[src/design/pcuv_pkg.sv]
// Shared types, codes and reset table of the PWM channel update verifier.
package pcuv_pkg;

   // Field widths
   localparam int CURSOR_W = 5;
   localparam int CHAN_W   = 4;
   localparam int VALUE_W  = 12;
   localparam int READ_W   = 16;
   localparam int ADDR_W   = 8;
   localparam int REQ_W    = 2;
   localparam int FUNC_W   = 2;

   // Item kinds
   localparam logic [FUNC_W-1:0] FUNC_SET  = 2'd0;
   localparam logic [FUNC_W-1:0] FUNC_TICK = 2'd1;
   localparam logic [FUNC_W-1:0] FUNC_DONE = 2'd2;

   // Bus request codes
   localparam logic [REQ_W-1:0] REQ_NONE  = 2'd0;
   localparam logic [REQ_W-1:0] REQ_WRITE = 2'd1;
   localparam logic [REQ_W-1:0] REQ_READ  = 2'd2;

   // Device register map: channel n sits at n*4 + ADDR_BASE
   localparam logic [ADDR_W-1:0] ADDR_BASE = 8'd8;

   // Default off counts
   localparam logic [VALUE_W-1:0] VALUE_HI = 12'd1500;
   localparam logic [VALUE_W-1:0] VALUE_LO = 12'd1000;

   typedef enum logic [1:0] {
      PH_INIT       = 2'd0,
      PH_WRITE_BUSY = 2'd1,
      PH_READ_BUSY  = 2'd2,
      PH_READY      = 2'd3
   } phase_type;

   typedef struct packed {
      logic [REQ_W-1:0]   bus_request;
      logic [ADDR_W-1:0]  reg_addr;
      logic [7:0]         data_low;
      logic [3:0]         data_high;
      logic               mismatch;
      logic               all_done;
   } result_type;

   // Off count loaded at reset: channels 0, 1 and 3 start high, the rest low
   function automatic logic [VALUE_W-1:0] reset_value(input int unsigned idx);
      logic [VALUE_W-1:0] v;
      v = VALUE_LO;
      if (idx == 0 || idx == 1 || idx == 3) begin
         v = VALUE_HI;
      end
      return v;
   endfunction

endpackage

[src/design/pcuv_pick.sv]
// Priority encoder: lowest pending channel at or above a start index.
module pcuv_pick #(
   parameter int CHANNELS = 16
) (
   input  logic [CHANNELS-1:0]           marks,
   input  logic [pcuv_pkg::CURSOR_W-1:0] from,
   output logic [pcuv_pkg::CURSOR_W-1:0] index
);
   import pcuv_pkg::*;

   // Scan from the top so the lowest hit wins; CHANNELS means none found
   always_comb begin
      index = CURSOR_W'(CHANNELS);
      for (int i = CHANNELS - 1; i >= 0; i--) begin
         if (marks[i] && (CURSOR_W'(i) >= from)) begin
            index = CURSOR_W'(i);
         end
      end
   end

endmodule

[src/design/pcuv_ctrl.sv]
// Channel table, pending marks, cursor and phase with the per-item update logic.
module pcuv_ctrl #(
   parameter int CHANNELS = 16
) (
   input  logic                          clock,
   input  logic                          reset,
   input  logic                          accept,
   input  logic [pcuv_pkg::FUNC_W-1:0]   func,
   input  logic [pcuv_pkg::CHAN_W-1:0]   channel,
   input  logic [pcuv_pkg::VALUE_W-1:0]  value,
   input  logic                          bus_ok,
   input  logic [pcuv_pkg::READ_W-1:0]   read_data,
   output pcuv_pkg::result_type          result
);
   import pcuv_pkg::*;

   localparam int IDX_W = (CHANNELS > 1) ? $clog2(CHANNELS) : 1;
   localparam logic [CURSOR_W-1:0] CUR_END = CURSOR_W'(CHANNELS);

   logic [CHANNELS-1:0] pending_ff, pending_in;
   logic [VALUE_W-1:0]  value_ff [CHANNELS];
   logic [VALUE_W-1:0]  value_in [CHANNELS];
   logic [CURSOR_W-1:0] cursor_ff, cursor_in;
   phase_type           phase_ff, phase_in;

   logic [CURSOR_W-1:0] first_any;
   logic [CURSOR_W-1:0] first_next;
   logic [CURSOR_W-1:0] cursor_plus;
   logic [CURSOR_W-1:0] tick_cur;
   phase_type           tick_phase;
   logic                rescan;
   logic [VALUE_W-1:0]  cur_value;

   assign cursor_plus = cursor_ff + CURSOR_W'(1);

   pcuv_pick #(.CHANNELS(CHANNELS)) u_pick_any (
      .marks (pending_ff),
      .from  ('0),
      .index (first_any)
   );

   pcuv_pick #(.CHANNELS(CHANNELS)) u_pick_next (
      .marks (pending_ff),
      .from  (cursor_plus),
      .index (first_next)
   );

   // Tick: reselect the cursor when it ran off the end or after init
   always_comb begin
      rescan     = (cursor_ff >= CUR_END) || (phase_ff == PH_INIT);
      tick_cur   = rescan ? first_any : cursor_ff;
      tick_phase = phase_ff;
      if (rescan && (first_any < CUR_END)) begin
         tick_phase = PH_READY;
      end
   end

   // Single table read port, addressed by the tick cursor or the live cursor
   assign cur_value = (func == FUNC_TICK) ? value_ff[tick_cur[IDX_W-1:0]]
                                          : value_ff[cursor_ff[IDX_W-1:0]];

   // Next state and result for the item
   always_comb begin
      pending_in = pending_ff;
      value_in   = value_ff;
      cursor_in  = cursor_ff;
      phase_in   = phase_ff;
      result     = '0;

      unique case (func)
         FUNC_SET: begin
            if ({1'b0, channel} < CUR_END) begin
               value_in[channel[IDX_W-1:0]]   = value;
               pending_in[channel[IDX_W-1:0]] = 1'b1;
            end
         end
         FUNC_TICK: begin
            cursor_in = tick_cur;
            phase_in  = tick_phase;
            if ((tick_cur < CUR_END) && (tick_phase == PH_READY)) begin
               result.bus_request = REQ_WRITE;
               result.reg_addr    = {1'b0, tick_cur, 2'b00} + ADDR_BASE;
               result.data_low    = cur_value[7:0];
               result.data_high   = cur_value[11:8];
               phase_in           = PH_WRITE_BUSY;
            end
         end
         FUNC_DONE: begin
            if (bus_ok && (cursor_ff < CUR_END)) begin
               if (phase_ff == PH_WRITE_BUSY) begin
                  result.bus_request = REQ_READ;
                  result.reg_addr    = {1'b0, cursor_ff, 2'b00} + ADDR_BASE;
                  phase_in           = PH_READ_BUSY;
               end else if (phase_ff == PH_READ_BUSY) begin
                  if (read_data != {{(READ_W-VALUE_W){1'b0}}, cur_value}) begin
                     result.mismatch = 1'b1;
                  end else begin
                     phase_in                          = PH_READY;
                     pending_in[cursor_ff[IDX_W-1:0]] = 1'b0;
                     cursor_in                         = first_next;
                  end
               end
            end
         end
         default: begin
         end
      endcase

      result.all_done = (cursor_in >= CUR_END);
   end

   // State registers, loaded with the default table at reset
   always_ff @(posedge clock) begin
      if (reset) begin
         pending_ff <= '1;
         for (int i = 0; i < CHANNELS; i++) begin
            value_ff[i] <= reset_value(i);
         end
         cursor_ff <= '0;
         phase_ff  <= PH_INIT;
      end else if (accept) begin
         pending_ff <= pending_in;
         value_ff   <= value_in;
         cursor_ff  <= cursor_in;
         phase_ff   <= phase_in;
      end
   end

endmodule

[src/design/pwm_channel_update_verifier.sv]
// Each accepted item's result is registered and appears on the rsp channel in the next cycle.
// Throughput: one item per cycle while rsp is not stalled; the table, marks, cursor and phase update in one pass.
// req_tready drops only while a result is held and rsp_tready is low.
// Reset (synchronous): all channels pending, default counts loaded, cursor 0,
// phase init, output register empty.
module pwm_channel_update_verifier #(
   parameter int CHANNELS = 16
) (
   input  logic        clock,
   input  logic        reset,
   input  logic        req_tvalid,
   output logic        req_tready,
   input  logic [39:0] req_tdata,   // channel[3:0], value[15:4], bus_ok[16], read_data[32:17]
   input  logic [1:0]  req_tuser,   // func[1:0]
   output logic        rsp_tvalid,
   input  logic        rsp_tready,
   output logic [23:0] rsp_tdata,   // reg_addr[7:0], data_low[15:8], data_high[19:16],
                                    // mismatch[20], all_done[21]
   output logic [1:0]  rsp_tuser    // bus_request[1:0]
);
   import pcuv_pkg::*;

   logic       accept;
   result_type result;
   result_type rsp_data_ff;
   logic       rsp_valid_ff;

   // Take an item whenever the output register is free or draining
   assign req_tready = !rsp_valid_ff || rsp_tready;
   assign accept     = req_tvalid && req_tready;

   pcuv_ctrl #(.CHANNELS(CHANNELS)) u_ctrl (
      .clock     (clock),
      .reset     (reset),
      .accept    (accept),
      .func      (req_tuser),
      .channel   (req_tdata[3:0]),
      .value     (req_tdata[15:4]),
      .bus_ok    (req_tdata[16]),
      .read_data (req_tdata[32:17]),
      .result    (result)
   );

   // Output register
   always_ff @(posedge clock) begin
      if (reset) begin
         rsp_valid_ff <= 1'b0;
      end else if (accept) begin
         rsp_valid_ff <= 1'b1;
      end else if (rsp_tready) begin
         rsp_valid_ff <= 1'b0;
      end
   end

   always_ff @(posedge clock) begin
      if (accept) begin
         rsp_data_ff <= result;
      end
   end

   assign rsp_tvalid = rsp_valid_ff;
   assign rsp_tuser  = rsp_data_ff.bus_request;
   assign rsp_tdata  = {2'b00, rsp_data_ff.all_done, rsp_data_ff.mismatch,
                        rsp_data_ff.data_high, rsp_data_ff.data_low, rsp_data_ff.reg_addr};

   // Every accepted item yields a result in the next cycle
   a_result_follows: assert property (@(posedge clock) disable iff (reset)
      accept |=> rsp_tvalid)
      else $error("accepted item produced no result");

   // A request always targets a live channel, so the cursor is in range
   a_request_not_done: assert property (@(posedge clock) disable iff (reset)
      (rsp_tvalid && rsp_tuser != REQ_NONE) |-> !rsp_tdata[21])
      else $error("bus request issued with cursor past the end");

   // A mismatch is reported only on a result without a request
   a_mismatch_no_req: assert property (@(posedge clock) disable iff (reset)
      (rsp_tvalid && rsp_tdata[20]) |-> (rsp_tuser == REQ_NONE))
      else $error("mismatch flagged together with a bus request");

   // No request means no address and no data
   a_idle_fields_zero: assert property (@(posedge clock) disable iff (reset)
      (rsp_tvalid && rsp_tuser == REQ_NONE) |-> (rsp_tdata[19:0] == '0))
      else $error("address or data set without a request");

   // A readback carries an address but no write data
   a_read_no_data: assert property (@(posedge clock) disable iff (reset)
      (rsp_tvalid && rsp_tuser == REQ_READ) |-> (rsp_tdata[19:8] == '0))
      else $error("readback request carries write data");

endmodule
[config.mk]
export PLATFORM = sky130hd
export DESIGN_NAME = pwm_channel_update_verifier
export DESIGN_NICKNAME = d
export VERILOG_FILES = /design/src/design/pcuv_pkg.sv /design/src/design/pcuv_pick.sv /design/src/design/pcuv_ctrl.sv /design/src/design/pwm_channel_update_verifier.sv
export SDC_FILE = /design/constraint.sdc
export NUM_CORES = 1
export LEC_CHECK = 0
export ABC_AREA = 1
export BUFFER_PORTS_ARGS = -buffer_cell sky130_fd_sc_hd__buf_4
export CAP_MARGIN = 5
export CELL_PAD_IN_SITES_DETAIL_PLACEMENT = 1
export CELL_PAD_IN_SITES_GLOBAL_PLACEMENT = 1
export CORE_UTILIZATION = 47
export DETAILED_ROUTE_END_ITERATION = 16
export HOLD_SLACK_MARGIN = 0.08
export PLACE_DENSITY = 0.9
export SLEW_MARGIN = 20
export SYNTH_ARGS = -nofsm -noshare
export SYNTH_HDL_FRONTEND = slang
export SYNTH_HIERARCHICAL = 1
export SYNTH_SLANG_ARGS = --single-unit
[constraint.sdc]
create_clock -name clock -period 4.6 [get_ports clock]
set_input_delay 0.46 -clock clock [delete_from_list [all_inputs] [get_ports clock]]
set_output_delay 0.46 -clock clock [all_outputs]
set_load 0.1 [all_outputs]
# ---- Yosys cells after proc, flatten, opt, wreduce, memory -nomap -nowiden
# Index checks and enable logic that the tools add are counted.
dict set report totals {
  register_bits 240
  in_bits 46
  output_inout_bits 28
  elab_cells 186
}
dict set report classes {
  add_sub_neg 3
  order_cmp 29
  n_eq_ne 12
  n_mux 71
  n_bitwise 9
  reduce_logical 36
}
# cell count
set ops {}
lappend ops {{$bwmux 192} 1}
lappend ops {{$mux 5} 37}
lappend ops {{$bmux 12 s4} 2}
lappend ops {{$mux 12} 6}
lappend ops {{$mux 16} 4}
lappend ops {{$demux 12 s4} 1}
lappend ops {{$ge 4x5->1 const A} 8}
lappend ops {{$pmux 16 s2} 1}
lappend ops {{$ge 5x5->1 const B} 5}
lappend ops {{$logic_and 1x1->1} 23}
lappend ops {{$mux 21} 1}
lappend ops {{$ge 3x5->1 const A} 4}
lappend ops {{$mux 10} 2}
lappend ops {{$pmux 10 s2} 1}
lappend ops {{$add 7x4->8 const B} 2}
lappend ops {{$and 16x16->16} 1}
lappend ops {{$ne 16x12->1} 1}
lappend ops {{$not 16->16} 1}
lappend ops {{$or 16x16->16} 1}
lappend ops {{$lt 5x5->1 const B} 3}
lappend ops {{$not 4->5} 3}
lappend ops {{$mux 2} 6}
lappend ops {{$ge 1x5->1 const A} 2}
lappend ops {{$ge 2x5->1 const A} 2}
lappend ops {{23 further kinds} 42}

# ---- Logic depth before layout (Yosys ltp)
# Gate-level depths: netlist of run 1.
dict set report depth {
  ltp_word 29
  mapped_depth 35
  mapped_depth_nobuf 34
}

# ---- Cells and area by module
# Netlist of run 1, hierarchy kept.
# module instances cells_per_inst area_each_um2 seq_area_each_um2
set modules_own_cells {}
lappend modules_own_cells {pcuv_ctrl 1 2042 12592.1 4304.1}
lappend modules_own_cells {pcuv_pick 2 88 397.9 0.0}
lappend modules_own_cells {pwm_channel_update_verifier 1 33 787.0 740.7}

# ---- Worst setup path before layout of run 1
# Ideal clock, no wire load.
dict set report synth_timing {
  path_type {register to register}
  start {register rsp_valid_ff (netlist: rsp_tvalid)}
  end {register u_ctrl/value_ff[162] in the netlist's numbering}
  setup_ps 134
  arrival_time_ps 3442
  required_time_ps 4466
  path_slack_ps 1024
  path_stages_with_launch 9
  path_buffers 2
  cell_sequence {dfxtp_1 a21oi_1 nand2_1 clkbuf_1 nor2_1 inv_1 clkbuf_1 nand2_1 nand3_1}
}
dict set report synth_via {
  elab_chain_cells 4
}
# item line_no
set synth_lines {}
lappend synth_lines {{from (decl)} pwm_channel_update_verifier.sv:26} ;# logic rsp_valid_ff;
lappend synth_lines {{from (signal assigned)} pwm_channel_update_verifier.sv:47} ;# rsp_valid_ff <= 1'b0;
lappend synth_lines {{from (signal assigned)} pwm_channel_update_verifier.sv:49} ;# rsp_valid_ff <= 1'b1;
lappend synth_lines {{from (signal assigned)} pwm_channel_update_verifier.sv:51} ;# rsp_valid_ff <= 1'b0;
lappend synth_lines {{$logic_not 1->1} pwm_channel_update_verifier.sv:29} ;# assign req_tready = !rsp_valid_ff || rsp_tready;
lappend synth_lines {{$logic_or 1x1->1} pwm_channel_update_verifier.sv:29}
lappend synth_lines {{$logic_and 1x1->1} pwm_channel_update_verifier.sv:30} ;# assign accept = req_tvalid && req_tready;
lappend synth_lines {{net accept} pwm_channel_update_verifier.sv:23} ;# logic accept;
lappend synth_lines {{$reduce_and 2->1 (no line)} --}
lappend synth_lines {{to (signal, indexed assignment)} pcuv_ctrl.sv:117} ;# value_ff[i] <= reset_value(i);
lappend synth_lines {{to (signal assigned)} pcuv_ctrl.sv:123} ;# value_ff <= value_in;
lappend synth_lines {{to (decl)} pcuv_ctrl.sv:21} ;# logic [VALUE_W-1:0] value_ff [CHANNELS];
# The timed path passes the listed nets, and every way through them passes these cells.
# A chain may end at the register's enable or synchronous reset.

# ---- Final worst setup path of run 1
dict set report layout_timing {
  start {register u_ctrl.pending_ff[14]}
  end {register u_ctrl.pending_ff[10]}
}
dict set report layout_via {
  elab_chain_cells 24
}
# item line_no
set layout_lines {}
lappend layout_lines {{from (decl)} pcuv_ctrl.sv:20} ;# logic [CHANNELS-1:0] pending_ff, pending_in;
lappend layout_lines {{from (signal assigned)} pcuv_ctrl.sv:122} ;# pending_ff <= pending_in;
lappend layout_lines {{$mux 5 (15 in a row)} pcuv_pick.sv:15} ;# if (marks[i] && (CURSOR_W'(i) >= from)) begin
lappend layout_lines {{net u_ctrl.first_any[1]} pcuv_ctrl.sv:26} ;# logic [CURSOR_W-1:0] first_any;
lappend layout_lines {{$mux 5} pcuv_ctrl.sv:51} ;# tick_cur = rescan ? first_any : cursor_ff;
lappend layout_lines {{$not 4->5 (not written as such)} pcuv_ctrl.sv:59} ;# assign cur_value = (func == FUNC_TICK) ? value_ff[tick_cur[IDX_W-1:0]]
lappend layout_lines {{$bmux 12 s4} pcuv_ctrl.sv:59}
lappend layout_lines {{$mux 12 (not written as such) (2 in a row)} pcuv_ctrl.sv:59}
lappend layout_lines {{$mux 12} pcuv_ctrl.sv:59}
lappend layout_lines {{$ne 16x12->1} pcuv_ctrl.sv:95} ;# if (read_data != {{(READ_W-VALUE_W){1'b0}}, cur_value}) begin
lappend layout_lines {{$ne 2x2->1 (no line)} --}
lappend layout_lines {{$reduce_and 6->1 (no line)} --}
# The timed path passes the listed nets, and every way through them passes these cells. The select of a mux whose other input is x is not followed.

==> results of run 1 <==
==> critical path: cells and delay by family (launching register included) <==
| family | cells | cell delay (ns) |
|---|---|---|
| flops | 1 | 0.42 |
| compound gates | 3 | 0.72 |
| simple gates | 22 | 2.54 |
| buf+inv | 4 | 0.64 |
==> area by class of cell <==
cell class | instances | area share, %
Tap cell | 390 | 3.01
Clock buffer | 40 | 5.43
Clock inverter | 14 | 1.12
Timing Repair Buffer | 118 | 6.01
Sequential cell | 240 | 31.2
Inverter | 206 | 4.82
Multi-Input combinational cell | 1684 | 48.4
==> layout by cell type (no fill, tap or decap), drive strengths merged <==
cell type,instances
or2,4
or4,1
a21boi,2
nand2,629
ha,12
xnor2,1
a21oi,219
o221ai,4
nor3,6
clkbuf,40
bufinv,4
a32o,2
clkinv,8
o21ai,214
o31ai,1
o211ai,14
nand3b,4
conb,34
buf,118
clkinvlp,3
nor2,190
inv,205
o21bai,1
xor2,3
edfxtp,24
o32ai,1
nor4,1
a22oi,12
a21o,1
a31oi,3
dfxtp,216
nand3,311
nand4,14
==> flip-flops by register name (all words and copies together), names as in the netlist, named ones only <==
signal / count
rsp_tdata: 22
rsp_tuser: 2
rsp_tvalid: 1
u_ctrl/cursor_ff: 1
u_ctrl/pending_ff: 16
u_ctrl/phase_ff: 2
u_ctrl/value_ff: 192
==> repair_timing <==
| action | 4_1_cts | 5_1_grt |
|---|---|---|
| setup buffers | 0 | 10 |
| gates resized for setup | 0 | 11 |
| hold buffers | 0 | 0 |
| setup endpoints to repair | 0 | 22 |
==> logic make-up after synthesis <==
logic type	Yosys count	synth area share [%]
fa+ha+maj	12	1.06
simple gates	1160	34.7
flops	240	35.6
other cells	2	0.0530
xor+xnor	4	0.247
compound gates	472	17.9
buf+inv	361	10.5
==> where the power goes <==
part	total [mW]	internal (mW)	switching, mW
Clock	2.55	1.56	0.997
Combinational	1.81	0.478	1.33
Sequential	2.19	2.16	0.0377
==> path summary, 6_finish.rpt <==
check	from	depth (start not counted)	endpoint	slack, ns
setup / recovery	u_ctrl/pending_ff[14]	29	u_ctrl/pending_ff[10]	0.13
hold / removal	rsp_tready	4	rsp_tvalid	0.19
setup reg to reg	u_ctrl/pending_ff[14]	29	u_ctrl/pending_ff[10]	0.13
hold reg to reg	u_ctrl/value_ff[177]	2	u_ctrl/value_ff[177]	0.47
==> per-layer routing <==
layer	GRT usage, %	wire length [um]	vias to the layer above
met5	0	0	-
met4	26.0	4000	0
met3	7.88	6590	298
met2	65.1	29100	1098
met1	47.7	23900	8368
li1	-	-	7385
==> results.cfg, run 1 <==
[worst_setup_path]
cp_data_required_time_ns = 5.01
crit_top_cell = nand2_1
crit_type = flip-flop to flip-flop
cp_slowest_stage_delay_ns = 0.42
worst_setup_path_end_kind = flip-flop
cp.arrival_ns = 4.88
path_max_fanout = 29
slowest_stage = dfxtp_1
cp-start-kind = flip-flop

[floorplan]
die_y_um = 176
core_area_mm2 = 0.0296
start_util_pct = 47.8
fp-row-count = 63
die_x_um = 176
dieArea_mm2 = 0.0309
io_pins = 74

[layout]
fin_area_mm2 = 0.0162
area_growth_pct = 14.3
final_util_pct = 54.7
drive_gt1_share_pct = 10.3
regArea_mm2 = 0.00505
fill_cells = 4040
diodes = 0
finalNetCount = 2337
multi_input_area_mm2 = 0.00785
fin_cells = 2692

[synth]
synth-warning-count = 6
yosysMostFrequentCell = nand2_1
synth.area.top_cells = dfxtp_1 (31%), nand2_1 (16%), nand3_1 (11%)
synth_area_per_cell_um2 = 6.30
ys.flop_type = dfxtp_1
synthCells = 2251
synth-edff-count = 24
synth_commonest_cells = nand2_1 (617), nand3_1 (308), dfxtp_1 (216), a21oi_1 (210), o21ai_0 (206)
ys_seq_elements = 240
yosys.area.top_type = dfxtp_1
ys_async_sr_fraction_pct = 0
synth_top_area_share_pct = 30.5
ys_seq_area_share_pct = 35.6
netlist_area_mm2 = 0.0142
synth_cell_types = 47

[detailed_routing]
ant_nets = 0
vias = 17100
routed_wl_mm = 63.7
vias_per_cell = 6.37
post-route-drc-count = 0
drt_pass1_iterations = 6
drt_iter0_drc = 1906
routedWlPerCell_um = 23.6

[sta]
maxSlewViolCount = 0
finalClockSkew_ns = 0.0228
rsz0062_at_grt = false
slew_headroom_pct = 28.5
fin_crit_sh_pct = 97.1
worst_slew_pin_slew_ns = 1.07
clock.fmax_ghz = 0.224
hold_viol_final = 0
period_minus_slack_ns = 4.47
whs_ns = 0.192
fin_ws_ns = 0.132
setup_tns_ns = 0
setup_viol = 0

[flow_run]
maxCapViolCount = 0

[placed_design]
placed_cell_area_mm2 = 0.0150
dpl.hpwl_mm = 38.5
dp.cells = 2626
port_buffers = 64
gp_congestion = 0.893
post-place-ws_ns = 0.182

[cts]
cts_root_buffer = clkbuf_16
clk_latency_ns = 0.58
cts_buffer_depth = 3
cts_made_buffers = 29
cts_tree = done
cts_sinks = 240
path_clk_slew_ns = 0.07
h-tree-depth = 1

[pwr]
peakVddDrop_v = 0.000291
p_per_area_mw_per_mm2 = 405
power_mw = 6.56
p_leak_nw = 7.51

[global_routing]
antenna_found_initial = 0
grt_pass1_wl_mm = 95.5
grt_usage_pct = 39.9
overflow = 0
grt_pass1_vias = 17300
grt_max_degree = 94

[status]
outcome = completed

[min_path]
hp-class = input port to flip-flop
Power figures use the tool's default switching activity.
==> inputs of run 2 (changes only) <==
--- a/config.mk
+++ b/config.mk
@@ -10,6 +10,7 @@
 export CAP_MARGIN = 5
 export CELL_PAD_IN_SITES_DETAIL_PLACEMENT = 1
 export CELL_PAD_IN_SITES_GLOBAL_PLACEMENT = 1
+export CORE_MARGIN = 2
 export CORE_UTILIZATION = 47
 export DETAILED_ROUTE_END_ITERATION = 16
 export HOLD_SLACK_MARGIN = 0.08
==> results.cfg, run 2 (same netlist as run 1, synthesis figures left out) <==
[status]
outcome = completed

[cts]
cts_setup_buffers = 0
cts_tree = done
cts_buffer_depth = 3
cts_made_buffers = 28
cts_sinks = 240
path_clk_slew_ns = 0.06
h-tree-depth = 1
clk_latency_ns = 0.56
cts_root_buffer = clkbuf_16

[pwr]
peakVddDrop_v = 0.000262
p_leak_nw = 7.37
power_frac_seq_pct = 35.8
power.internal_mw = 3.89
combPwrFrac_pct = 28.2
p_per_area_mw_per_mm2 = 385
p_clk_share_pct = 36.1
swShare_pct = 36.5
switchingPower_mw = 2.24
power_mw = 6.13

[layout]
finalNetCount = 2327
final_util_pct = 53.7
fin_cells = 2678
final_cell_mix = nand2_1 (617), nand3_1 (308), dfxtp_1 (214)
diodes = 0
regMostFlops = u_ctrl/value_ff
final_common_cell = nand2_1
largest_reg_flops = 192
fin_area_mm2 = 0.0159
drive_gt1_share_pct = 9.22
area_growth_pct = 12.4

[detailed_routing]
ant_nets = 0
vias = 16500
vias_per_cell = 6.15
routed-wl-met3_mm = 5.06
routedWlPerCell_um = 22.1
drt_pass1_iterations = 5
routed-wl-met2_mm = 26.9
met1_length_mm = 23.5
post-route-drc-count = 0
drt_iter0_drc = 1541
top_layer = met4
routed_wl_mm = 59.3

[global_routing]
overflow = 0
grt_pass1_vias = 17000
grt_pass1_wl_mm = 92.0
antenna_found_initial = 0
grt_max_degree = 108
grt_usage_pct = 37.3

[worst_setup_path]
cp.arrival_ns = 4.72
cp-start-kind = flip-flop
path_max_fanout = 14
crit_type = flip-flop to flip-flop
worst_setup_path_end_kind = flip-flop
cp_data_required_time_ns = 5.00

[placed_design]
placed_cell_area_mm2 = 0.0150
gp_congestion = 0.912
dpl.hpwl_mm = 38.5
dp.cells = 2629
post-place-ws_ns = 0.171
port_buffers = 64

[sta]
hold_viol_final = 0
setup_viol = 0
rsz0062_at_grt = false
worst_slew_pin_slew_ns = 0.900
clock.fmax_ghz = 0.232
finalClockSkew_ns = 0.0125
maxSlewViolCount = 0
whs_ns = 0.188
fin_crit_sh_pct = 93.9
slew_headroom_pct = 40.0
setup_tns_ns = 0
period_minus_slack_ns = 4.32
fin_ws_ns = 0.281

[flow_run]
maxCapViolCount = 0

[floorplan]
die_x_um = 178
io_pins = 74
die_y_um = 178
start_util_pct = 47.8
core_area_mm2 = 0.0296
dieArea_mm2 = 0.0316
fp-row-count = 63

[min_path]
hp-class = input port to flip-flop
[run 2: cell count changes in the layout (fill, tap and decap cells not counted), moves of 2 or more]
cell,change
nand2_1,+4
o21ai_2,-2
clkinv_2,-2
clkbuf_16,-2
clkbuf_1,+4
clkinv_1,+2
buf_4,-6
nand2_2,-5
clkbuf_8,-6
bufinv_16,-2
[run 2: critical path, stage by stage, from the launching register on]
cell and delay [ns]:
dfxtp_1 0.37, o21ai_1 0.13, nor3_1 0.07, or2_1 0.23, nor2_1 0.09, nand4_1 0.10
a21oi_1 0.25, inv_1 0.09, o21ai_2 0.23, inv_2 0.08, buf_4 0.24, nor2_4 0.13
inv_2 0.18, a21oi_1 0.20, nor2_1 0.11, nand2_1 0.25, nand2_1 0.10, nand2_1 0.07
nand2_1 0.05, nor2_1 0.12, nand2_1 0.10, nor2_4 0.16, nand2_2 0.09, nand2_2 0.08
nand2_2 0.21, buf_4 0.25, nand2_1 0.07, nand3_1 0.08
[run 2: path summary, 6_finish.rpt]
kind | from | slack, ns | to | depth (start not counted)
worst max-delay path | u_ctrl/pending_ff[2] | 0.28 | u_ctrl/pending_ff[10] | 27
worst min-delay path | rsp_tready | 0.19 | rsp_tvalid | 4
worst max register to register | u_ctrl/pending_ff[2] | 0.28 | u_ctrl/pending_ff[10] | 27
worst min register to register | u_ctrl/value_ff[50] | 0.47 | u_ctrl/value_ff[50] | 2
[run 2: layout make-up]
type	count	area (um^2)
fillers	4076	13700
multi-input cells	1682	7810
flip-flops and latches	240	5050
repair buffers	111	908
inverters	206	783
clock buffers	36	762
well taps	390	488
clock inverters	13	126
[run 2: power groups by stage]
stage                     clock network [mW]  registers [mW]  logic [mW]
after floorplan                            0            2.36       0.991
after global placement                     0            2.24        1.59
after detailed placement                   0            2.24        1.64
after CTS                               2.22            2.19        1.67
after global routing                    2.31            2.20        1.84
final                                   2.21            2.19        1.73
[run 2: per-layer routing]
layer,up-vias,global-route usage [%]
li1,7362,-
met2,850,61.3
met3,261,6.62
met5,-,0
met1,7989,45.6
met4,0,22.5
[run 2: timing repair]
action                                  CTS  global route
hold buffers                              0             0
gates resized for setup                   0             5
endpoints found under the setup margin    0            14
